<file path="config.mk">
export PLATFORM = sky130hd
export DESIGN_NAME = power_button_sequencer_top_flat
export DESIGN_NICKNAME = d
export VERILOG_FILES = /design/src/hw/rtl/pbs_pkg.sv /design/src/hw/rtl/pbs_in_if.sv /design/src/hw/rtl/pbs_out_if.sv /design/src/hw/rtl/pbs_cfg_regs.sv /design/src/hw/rtl/pbs_core.sv /design/src/hw/rtl/power_button_sequencer_top.sv /design/src/flat_wrapper.sv
export SDC_FILE = /design/constraint.sdc
export NUM_CORES = 1
export LEC_CHECK = 0
export ABC_AREA = 1
export BUFFER_PORTS_ARGS = -buffer_cell sky130_fd_sc_hd__buf_4
export CAP_MARGIN = 20
export CELL_PAD_IN_SITES_DETAIL_PLACEMENT = 1
export CELL_PAD_IN_SITES_GLOBAL_PLACEMENT = 1
export CORE_ASPECT_RATIO = 0.6
export CORE_MARGIN = 2
export CORE_UTILIZATION = 45
export DETAILED_ROUTE_END_ITERATION = 6
export PLACE_DENSITY_LB_ADDON = 0.1
export SKIP_LAST_GASP = 1
export SLEW_MARGIN = 0
export SYNTH_ARGS = -nofsm -noshare
export SYNTH_HDL_FRONTEND = slang
export SYNTH_SLANG_ARGS = --single-unit
</file>
<file path="constraint.sdc">
create_clock -name i_clk -period 4.25 [get_ports i_clk]
set_clock_uncertainty 0.1 [all_clocks]
set_input_delay 0.85 -clock i_clk [delete_from_list [all_inputs] [get_ports i_clk]]
set_output_delay 0.85 -clock i_clk [all_outputs]
set_load 0.02 [all_outputs]
</file>
<file path="src/hw/rtl/pbs_pkg.sv">
// shared types and constants for the power button sequencer
`default_nettype none

package pbs_pkg;

    // register file layout
    localparam int unsigned CFG_IDX_W  = 3;
    localparam int unsigned CFG_DATA_W = 16;

    typedef enum logic [CFG_IDX_W-1:0] {
        CFG_STARTUP_MS      = 3'd0,
        CFG_SHUTDOWN_MS     = 3'd1,
        CFG_ABSENCE_LIMIT   = 3'd2,
        CFG_DEBOUNCE_MS     = 3'd3,
        CFG_ABSENCE_STEP_MS = 3'd4
    } t_cfg_idx;

    // register reset values
    localparam logic [15:0] STARTUP_MS_RST      = 16'd40000;
    localparam logic [15:0] SHUTDOWN_MS_RST     = 16'd40000;
    localparam logic [3:0]  ABSENCE_LIMIT_RST   = 4'd10;
    localparam logic [9:0]  DEBOUNCE_MS_RST     = 10'd100;
    localparam logic [9:0]  ABSENCE_STEP_MS_RST = 10'd1000;

    // sequencer modes
    typedef enum logic [1:0] {
        MODE_OFF      = 2'd0,
        MODE_ON       = 2'd1,
        MODE_SHUTDOWN = 2'd2
    } t_mode;

    localparam int unsigned ELAPSED_W = 17;
    localparam int unsigned ABSENCE_W = 5;
    localparam int unsigned WAIT_W    = 10;

    // current register values
    typedef struct packed {
        logic [15:0] startup_ms;
        logic [15:0] shutdown_ms;
        logic [3:0]  absence_limit;
        logic [9:0]  debounce_ms;
        logic [9:0]  absence_step_ms;
    } t_cfg;

    // one result word
    typedef struct packed {
        logic       relay_closed;
        logic       shutdown_signal;
        logic [1:0] mode_code;
        logic       waiting;
    } t_result;

endpackage

`default_nettype wire

</file>
<file path="src/hw/rtl/pbs_in_if.sv">
// input tick channel: valid/ready with button and detect levels
`default_nettype none

interface pbs_in_if;
    logic valid;
    logic ready;
    logic button_level;
    logic detect_level;

    modport source (output valid, output button_level, output detect_level, input ready);
    modport sink   (input valid, input button_level, input detect_level, output ready);
endinterface

`default_nettype wire

</file>
<file path="src/hw/rtl/pbs_out_if.sv">
// result channel: valid/ready with relay, shutdown, mode and wait flags
`default_nettype none

interface pbs_out_if;
    logic       valid;
    logic       ready;
    logic       relay_closed;
    logic       shutdown_signal;
    logic [1:0] mode_code;
    logic       waiting;

    modport source (
        output valid, output relay_closed, output shutdown_signal,
        output mode_code, output waiting, input ready
    );
    modport sink (
        input valid, input relay_closed, input shutdown_signal,
        input mode_code, input waiting, output ready
    );
endinterface

`default_nettype wire

</file>
<file path="src/hw/rtl/pbs_cfg_regs.sv">
// configuration register file, write only
`default_nettype none

module pbs_cfg_regs (
    input  wire logic                              i_clk,
    input  wire logic                              i_rst_n,
    input  wire logic                              i_we,
    input  wire logic [pbs_pkg::CFG_IDX_W-1:0]     i_idx,
    input  wire logic [pbs_pkg::CFG_DATA_W-1:0]    i_data,
    output pbs_pkg::t_cfg                          o_cfg
);

    pbs_pkg::t_cfg r_cfg;

    // register writes, data truncated to each register's width
    always_ff @(posedge i_clk) begin
        if (!i_rst_n) begin
            r_cfg.startup_ms      <= pbs_pkg::STARTUP_MS_RST;
            r_cfg.shutdown_ms     <= pbs_pkg::SHUTDOWN_MS_RST;
            r_cfg.absence_limit   <= pbs_pkg::ABSENCE_LIMIT_RST;
            r_cfg.debounce_ms     <= pbs_pkg::DEBOUNCE_MS_RST;
            r_cfg.absence_step_ms <= pbs_pkg::ABSENCE_STEP_MS_RST;
        end else if (i_we) begin
            case (i_idx)
                pbs_pkg::CFG_STARTUP_MS:      r_cfg.startup_ms      <= i_data[15:0];
                pbs_pkg::CFG_SHUTDOWN_MS:     r_cfg.shutdown_ms     <= i_data[15:0];
                pbs_pkg::CFG_ABSENCE_LIMIT:   r_cfg.absence_limit   <= i_data[3:0];
                pbs_pkg::CFG_DEBOUNCE_MS:     r_cfg.debounce_ms     <= i_data[9:0];
                pbs_pkg::CFG_ABSENCE_STEP_MS: r_cfg.absence_step_ms <= i_data[9:0];
                default: ;
            endcase
        end
    end

    assign o_cfg = r_cfg;

endmodule

`default_nettype wire

</file>
<file path="src/hw/rtl/pbs_core.sv">
// sequencer state and per-tick next-state logic
`default_nettype none

module pbs_core (
    input  wire logic      i_clk,
    input  wire logic      i_rst_n,
    input  wire logic      i_step,
    input  wire logic      i_button,
    input  wire logic      i_detect,
    input  wire pbs_pkg::t_cfg i_cfg,
    output pbs_pkg::t_result o_res
);

    pbs_pkg::t_mode                  r_mode,    n_mode;
    logic [pbs_pkg::ELAPSED_W-1:0]   r_elapsed, n_elapsed;
    logic [pbs_pkg::ABSENCE_W-1:0]   r_absence, n_absence;
    logic                            r_prev,    n_prev;
    logic [pbs_pkg::WAIT_W-1:0]      r_wait,    n_wait;
    logic                            waited;
    logic [pbs_pkg::ELAPSED_W-1:0]   elapsed_inc;
    logic                            past_startup;
    logic                            past_shutdown;
    logic                            may_count;
    logic                            do_detect;
    logic                            go_off;

    // saturating tick count and timeout compares
    always_comb begin
        elapsed_inc   = (&r_elapsed) ? r_elapsed : r_elapsed + 1'b1;
        past_startup  = elapsed_inc > {1'b0, i_cfg.startup_ms};
        past_shutdown = elapsed_inc > {1'b0, i_cfg.shutdown_ms};
    end

    // one tick of the sequencer
    always_comb begin
        n_mode    = r_mode;
        n_elapsed = elapsed_inc;
        n_absence = r_absence;
        n_prev    = r_prev;
        n_wait    = r_wait;
        waited    = 1'b0;
        do_detect = 1'b0;
        may_count = 1'b0;
        go_off    = 1'b0;

        if (r_wait != '0) begin
            n_wait = r_wait - 1'b1;
            waited = 1'b1;
        end else if (i_button != r_prev) begin
            if (i_button) begin
                case (r_mode)
                    pbs_pkg::MODE_ON: begin
                        if (past_startup) begin
                            n_mode    = pbs_pkg::MODE_SHUTDOWN;
                            n_elapsed = '0;
                        end
                    end
                    pbs_pkg::MODE_SHUTDOWN: ;
                    default: begin
                        n_mode    = pbs_pkg::MODE_ON;
                        n_elapsed = '0;
                        n_absence = '0;
                    end
                endcase
            end
            n_prev = i_button;
            n_wait = i_cfg.debounce_ms;
        end else if (r_mode == pbs_pkg::MODE_SHUTDOWN) begin
            if (past_shutdown) begin
                go_off = 1'b1;
            end else begin
                do_detect = 1'b1;
                may_count = 1'b1;
            end
        end else if (r_mode == pbs_pkg::MODE_ON) begin
            do_detect = 1'b1;
            may_count = past_startup;
        end

        // appliance presence tracking
        if (do_detect) begin
            if (i_detect) begin
                n_absence = pbs_pkg::ABSENCE_W'(1);
            end else if (may_count && r_absence != '0) begin
                if (r_absence <= {1'b0, i_cfg.absence_limit}) begin
                    n_absence = r_absence + 1'b1;
                    n_wait    = i_cfg.absence_step_ms;
                end else begin
                    go_off = 1'b1;
                end
            end
        end

        if (go_off) begin
            n_mode    = pbs_pkg::MODE_OFF;
            n_elapsed = '0;
            n_prev    = 1'b0;
        end
    end

    // result word from the mode after this tick
    always_comb begin
        o_res.waiting = waited;
        case (n_mode)
            pbs_pkg::MODE_ON: begin
                o_res.relay_closed    = 1'b1;
                o_res.shutdown_signal = 1'b0;
                o_res.mode_code       = pbs_pkg::MODE_ON;
            end
            pbs_pkg::MODE_SHUTDOWN: begin
                o_res.relay_closed    = 1'b1;
                o_res.shutdown_signal = 1'b1;
                o_res.mode_code       = pbs_pkg::MODE_SHUTDOWN;
            end
            default: begin
                o_res.relay_closed    = 1'b0;
                o_res.shutdown_signal = 1'b0;
                o_res.mode_code       = pbs_pkg::MODE_OFF;
            end
        endcase
    end

    // state update, once per processed word
    always_ff @(posedge i_clk) begin
        if (!i_rst_n) begin
            r_mode    <= pbs_pkg::MODE_OFF;
            r_elapsed <= '0;
            r_absence <= '0;
            r_prev    <= 1'b0;
            r_wait    <= '0;
        end else if (i_step) begin
            r_mode    <= n_mode;
            r_elapsed <= n_elapsed;
            r_absence <= n_absence;
            r_prev    <= n_prev;
            r_wait    <= n_wait;
        end
    end

endmodule

`default_nettype wire

</file>
<file path="src/hw/rtl/power_button_sequencer_top.sv">
// Power button sequencer top level.
// Each input word is one millisecond tick carrying the button and appliance
// detect levels; each tick produces exactly one result word with the relay,
// shutdown request, mode code and a flag telling that the tick was ignored
// by a debounce or absence wait.
// Channels: i_in (sink) and o_out (source), valid/ready, a word moves when
// both are high. Registers are written through i_cfg_we/i_cfg_idx/i_cfg_data
// only while the block is idle, a rule for the user that the block does not
// enforce; indexes past the register list are ignored. An accepted word
// passes the input register, then the result register, before its result
// is valid. Throughput: one word per cycle while o_out is not stalled; the
// sequencer state updates in the same cycle that the result register loads.
// When o_out is stalled the result register holds, the input register
// fills and then i_in.ready drops; no word is lost.
// Reset (synchronous, active low) returns the mode to off, clears all
// timers, empties both pipeline registers and loads default register values.
`default_nettype none

module power_button_sequencer_top (
    input  wire logic                           i_clk,
    input  wire logic                           i_rst_n,
    pbs_in_if.sink                              i_in,
    pbs_out_if.source                           o_out,
    input  wire logic                           i_cfg_we,
    input  wire logic [pbs_pkg::CFG_IDX_W-1:0]  i_cfg_idx,
    input  wire logic [pbs_pkg::CFG_DATA_W-1:0] i_cfg_data
);

    pbs_pkg::t_cfg    cfg;
    pbs_pkg::t_result res;
    logic             r_in_valid;
    logic             r_button;
    logic             r_detect;
    logic             r_out_valid;
    pbs_pkg::t_result r_res;
    logic             step;

    pbs_cfg_regs u_cfg (
        .i_clk  (i_clk),
        .i_rst_n(i_rst_n),
        .i_we   (i_cfg_we),
        .i_idx  (i_cfg_idx),
        .i_data (i_cfg_data),
        .o_cfg  (cfg)
    );

    // a word advances when the result register is free or being drained
    assign step       = r_in_valid && (!r_out_valid || o_out.ready);
    assign i_in.ready = !r_in_valid || step;

    // input register
    always_ff @(posedge i_clk) begin
        if (!i_rst_n) begin
            r_in_valid <= 1'b0;
        end else if (i_in.ready) begin
            r_in_valid <= i_in.valid;
        end
    end

    always_ff @(posedge i_clk) begin
        if (i_in.ready && i_in.valid) begin
            r_button <= i_in.button_level;
            r_detect <= i_in.detect_level;
        end
    end

    pbs_core u_core (
        .i_clk   (i_clk),
        .i_rst_n (i_rst_n),
        .i_step  (step),
        .i_button(r_button),
        .i_detect(r_detect),
        .i_cfg   (cfg),
        .o_res   (res)
    );

    // result register
    always_ff @(posedge i_clk) begin
        if (!i_rst_n) begin
            r_out_valid <= 1'b0;
        end else if (step) begin
            r_out_valid <= 1'b1;
        end else if (o_out.ready) begin
            r_out_valid <= 1'b0;
        end
    end

    always_ff @(posedge i_clk) begin
        if (step) begin
            r_res <= res;
        end
    end

    assign o_out.valid           = r_out_valid;
    assign o_out.relay_closed    = r_res.relay_closed;
    assign o_out.shutdown_signal = r_res.shutdown_signal;
    assign o_out.mode_code       = r_res.mode_code;
    assign o_out.waiting         = r_res.waiting;

endmodule

`default_nettype wire
</file>
<file path="src/flat_wrapper.sv">
// flat-port wrapper written by rule: the top's interface ports become plain ports
module power_button_sequencer_top_flat 
  (i_clk, i_rst_n, i_cfg_we, i_cfg_idx, i_cfg_data, i_in_valid, i_in_button_level, i_in_detect_level, i_in_ready, o_out_valid, o_out_relay_closed, o_out_shutdown_signal, o_out_mode_code, o_out_waiting, o_out_ready);
  pbs_in_if i_in_i ();
  pbs_out_if o_out_i ();
  input  wire logic i_clk;
  input  wire logic i_rst_n;
  input  wire logic i_cfg_we;
  input  wire logic [pbs_pkg::CFG_IDX_W-1:0] i_cfg_idx;
  input  wire logic [pbs_pkg::CFG_DATA_W-1:0] i_cfg_data;
  input wire logic [$bits(i_in_i.valid)-1:0] i_in_valid;
  input wire logic [$bits(i_in_i.button_level)-1:0] i_in_button_level;
  input wire logic [$bits(i_in_i.detect_level)-1:0] i_in_detect_level;
  output wire logic [$bits(i_in_i.ready)-1:0] i_in_ready;
  output wire logic [$bits(o_out_i.valid)-1:0] o_out_valid;
  output wire logic [$bits(o_out_i.relay_closed)-1:0] o_out_relay_closed;
  output wire logic [$bits(o_out_i.shutdown_signal)-1:0] o_out_shutdown_signal;
  output wire logic [$bits(o_out_i.mode_code)-1:0] o_out_mode_code;
  output wire logic [$bits(o_out_i.waiting)-1:0] o_out_waiting;
  input wire logic [$bits(o_out_i.ready)-1:0] o_out_ready;
  assign i_in_i.valid = i_in_valid;
  assign i_in_i.button_level = i_in_button_level;
  assign i_in_i.detect_level = i_in_detect_level;
  assign i_in_ready = i_in_i.ready;
  assign o_out_valid = o_out_i.valid;
  assign o_out_relay_closed = o_out_i.relay_closed;
  assign o_out_shutdown_signal = o_out_i.shutdown_signal;
  assign o_out_mode_code = o_out_i.mode_code;
  assign o_out_waiting = o_out_i.waiting;
  assign o_out_i.ready = o_out_ready;
  power_button_sequencer_top u_core (.i_clk(i_clk), .i_rst_n(i_rst_n), .i_in(i_in_i), .o_out(o_out_i), .i_cfg_we(i_cfg_we), .i_cfg_idx(i_cfg_idx), .i_cfg_data(i_cfg_data));
endmodule
</file>
==> metrics.md <==
| Metric | Value |
|---|---|
| Synth area leaders | dfxtp_1 (31%), nand2_1 (11%), ha_1 (9.1%) |
| Cell Area, Placed | ~6400 sq um |
| CP max stage cell | dfxtp_1 |
| Area leader, netlist | dfxtp_1 |
| Final Cycle Share | 0.939 |
| CTS Buffer Depth | 2 |
| PnR worst setup slack | between 200 and 300 ps |
| Static leakage | 3.11 nW |
| GR Overflow Total | 0 |
| Initial Utilization | 0.465 |
| R2r setup slk | 260 ps |
| #FFs+latches synth | a little under 100 |
| Setup TNS | 0 ps |
| Cell area after synthesis | 6030 sq um |
| Die width | ~150 microns |
| Via-per-instance ratio | between 5 and 6 |
| P per Cell Area | 466 nW/um^2 |
| Share of Yosys cell area claimed by the top area cell type | 0.309 |
| Dpl hpwl | between 10 and 15 mm |
| CTS root buffer | clkbuf_16 |
| Global-route wire length before repair | between 30 and 40 mm |
| Hold Path Depth | 2 |
| Reg2reg end | u_core.o_out.relay_closed |
| H-tree depth | 3 |
| Largest net degree at the start of global routing | 60 |
| Drt first pass iters | 5 |
| Final instance area | slightly below 7000 sq um |
| Number of global-route vias before repair | 5946 |
| Logic pwr share | 0.374 |
| Hold endpoint | u_core.u_cfg.o_cfg[14] |
| Min-delay worst type | reg -> reg |
| Die Y | 93.7 microns |
| WL/cell | 18.5 microns |
| Clock sinks | 99 |
| Setup crit end kind | flip-flop |
| Worst reg2reg startpoint | u_core.u_core.r_elapsed[0] |
| IO Port Bufs | 32 |
| Final core utilization | 0.523 |
| CTS Hold Bufs | 0 |
| Final min period | around 4000 ps |
| Outcome | complete, no violations |
| FF-to-FF path depth | 23 |
| GPL Wtd Cong | about 0.93 |
| Seq/Total Area, Yosys | 0.338 |
| WL final | just under 20 mm |
| GRT Overall Usage | 0.282 |
| Critical path, cell by cell | ha_1, nand3_2, inv_2, nand2_2, nor2_4, nand2_4, nand3b_1, nor2_1, nand2_1, xor2_1, inv_1, ha_1, nand2_1, nor2_2, nand4_1, o21ai_1, inv_2, a21oi_1, nand4_1, nand3_2, inv_1, ha_1, inv_1 |
| Core area | ~13000 sq um |
| Critical path start-end classification | reg -> reg |
| Nets@finish | between 900 and 1000 |
| Psw | 1.23 mW |
| Worst IR Drop VDD | ~0.00025 V |
| Initial DRC count | 490 |
| Avg Inst Size Synth | approximately 6.9 sq um |
| Max cap viols | 0 |
| Antenna Cells | 0 |
| Critical path buffer and inverter count | 5 |
| I/O pin cnt | 33 |
| Syn nets | between 900 and 1000 |
| Sw Share | 0.388 |
| Post-synthesis instance total | roughly 880 |
| Unique masters post-synth | 40 |
| CTS clk-pin slew, worst paths | approximately 70 ps |
| Post-DRT Antenna Nets | 0 |
| Post-synth EDFFs | 6 |
| CTS resizes | 0 |
| Sequential Power Share | 0.338 |
| Initial antenna violation count | 0 |
| CTS tree | yes |
| Top FF cell, synth | dfxtp_1 |
| Max frequency | around 250 MHz |
| Clock share of power | 0.288 |
| Hold slack | 360 ps |
| Std cell rows | 32 |
| Setup slack after placement | approximately 120 ps |
| Setup violations, final | 0 |
| CP max stage delay | 410 ps |
| Routed via count | ~6000 |
| Die area | about 14000 sq um |
| Yosys Warn Count | 0 |
| Slew margin rel. | 0.361 |
| CP startpoint kind | flip-flop |
| Crit path max-delay family | simple AND/OR/NAND/NOR gates |
| Fin. Hold Viols | 0 |
| Crit-path max FO | 9 |
| # DRC | 0 |
| Pins Over Slew Limit | 0 |
| Hold wc startpoint | u_core.u_cfg.o_cfg[14] |
| Skew-Pair Late Insertion Delay | approximately 360 ps |
| Layout cells sized above 1 | 0.110 |
| Fillers | about 1700 |
| Post-CTS setup repair buffer count | 0 |
| CTS buffer count | 9 |
| Worst Tran Pin Value | 958 ps |
| WP data required | 4260 ps |
| Arr. time, crit path | 4000 ps |
| Pint | 1.94 mW |
| Layout area overhead | 12.5% |
| Asr flop ratio synth | 0 |
power groups by stage:
stage	Combinational [mW]	Sequential [mW]	Clock (mW)
after CTS	1.16	1.07	0.919
after global placement	1.12	1.09	0
after global routing	1.32	1.08	0.958
after detailed placement	1.14	1.09	0
after floorplan	0.820	1.09	0
final	1.18	1.07	0.911
tightest hold or removal path, delay by kind of cell, from the launching register on:
| kind | cells | cell delay (ps) |
|---|---|---|
| flip-flops | 1 | 300 |
| buffers and inverters | 1 | 60 |
| AO/OA/AOI/OAI | 1 | 60 |
cell type report:
type / count / area, sq um / area share
multi-input combinational: 595 / 3330 / 0.491
clock inverter: 5 / 83.8 / 0.0124
inverter: 149 / 559 / 0.0824
sequential: 99 / 2040 / 0.301
tap: 170 / 213 / 0.0313
timing repair buffer: 42 / 315 / 0.0465
clock buffer: 10 / 239 / 0.0352
registers in the layout, summed over array words and instances (netlist names), 2 cells and up:
signal,cells
u_core.u_core.r_wait,10
u_core.u_cfg.o_cfg,56
u_core.u_core.r_mode,2
u_core.u_core.r_elapsed,17
u_core.o_out.mode_code,2
u_core.u_core.r_absence,5
layout by cell type, fill, tap and decap left out, types with 3 or more instances in the layout:
master / instances
a21oi_1: 89
buf_4: 42
clkbuf_16: 9
dfxtp_1: 93
edfxtp_1: 6
ha_1: 44
inv_1: 141
inv_2: 7
nand2_1: 176
nand2_2: 10
nand3_1: 37
nand3_2: 5
nand3b_1: 3
nand4_1: 37
nor2_1: 72
nor2_2: 6
nor3_1: 9
o211ai_1: 20
o21ai_0: 46
o221ai_1: 4
xnor2_1: 4
xor2_1: 8
through the flow:
| stage | power, mW | cells |
|---|---|---|
| final | 3.16 | 1070 |
| after global routing | 3.35 | 1070 |
| after CTS | 3.14 | 1070 |
| after detailed placement | 2.23 | 1055 |
| after global placement | 2.20 | 1055 |
| after floorplan | 1.91 | 876 |
logic make-up (layout without fill, tap and decap cells):
family	after synthesis	after routing	synth area share
adder cells (fa/ha/maj)	44	44	0.0912
AND/OR/NAND/NOR	367	367	0.276
buffers and inverters	182	206	0.118
flip-flops	99	99	0.338
XOR/XNOR	13	13	0.0189
AO/OA/AOI/OAI	171	171	0.158
synth_stat cells, types with 2 or more instances:
cell        n
a21oi_1    91
buf_2       7
buf_4       3
clkbuf_1   22
dfxtp_1    93
edfxtp_1    6
ha_1       44
inv_1     141
inv_2       7
nand2_1   177
nand2_2    10
nand3_1    38
nand3_2     4
nand3b_1    3
nand4_1    37
nand4_2     2
nor2_1     73
nor2_2      6
nor3_1     10
nor4_1      2
o211ai_1   20
o21ai_0    47
o21bai_1    2
o221ai_1    4
xnor2_1     4
xor2_1      9
per-layer routing:
layer  global-route usage  vias to the layer above  wire [microns]  share of wire
li1                     -                     2892               -              -
met1                0.422                     2966            9890           0.50
met2                0.433                      140            8660           0.44
met3               0.0480                        9            1160          0.059
met4               0.0398                        0             106         0.0053
met5                    0                        -               0              0
worst max-delay path by stage:
stage	end	startpoint	slack (ps)	cells after the start
5_1_grt	u_core.o_out.relay_closed	u_core.u_core.r_elapsed[0]	-40	23
2_1_floorplan	u_core.o_out.relay_closed	u_core.u_core.r_elapsed[0]	760	25
4_1_cts	u_core.o_out.relay_closed	u_core.u_core.r_elapsed[0]	90	25
3_5_place_dp	u_core.o_out.relay_closed	u_core.u_core.r_elapsed[0]	120	25
6_report	u_core.o_out.relay_closed	u_core.u_core.r_elapsed[0]	260	23
3_3_place_gp	u_core.o_out.relay_closed	u_core.u_core.r_elapsed[0]	340	24
Note: power is estimated with default switching activity, not from simulation.
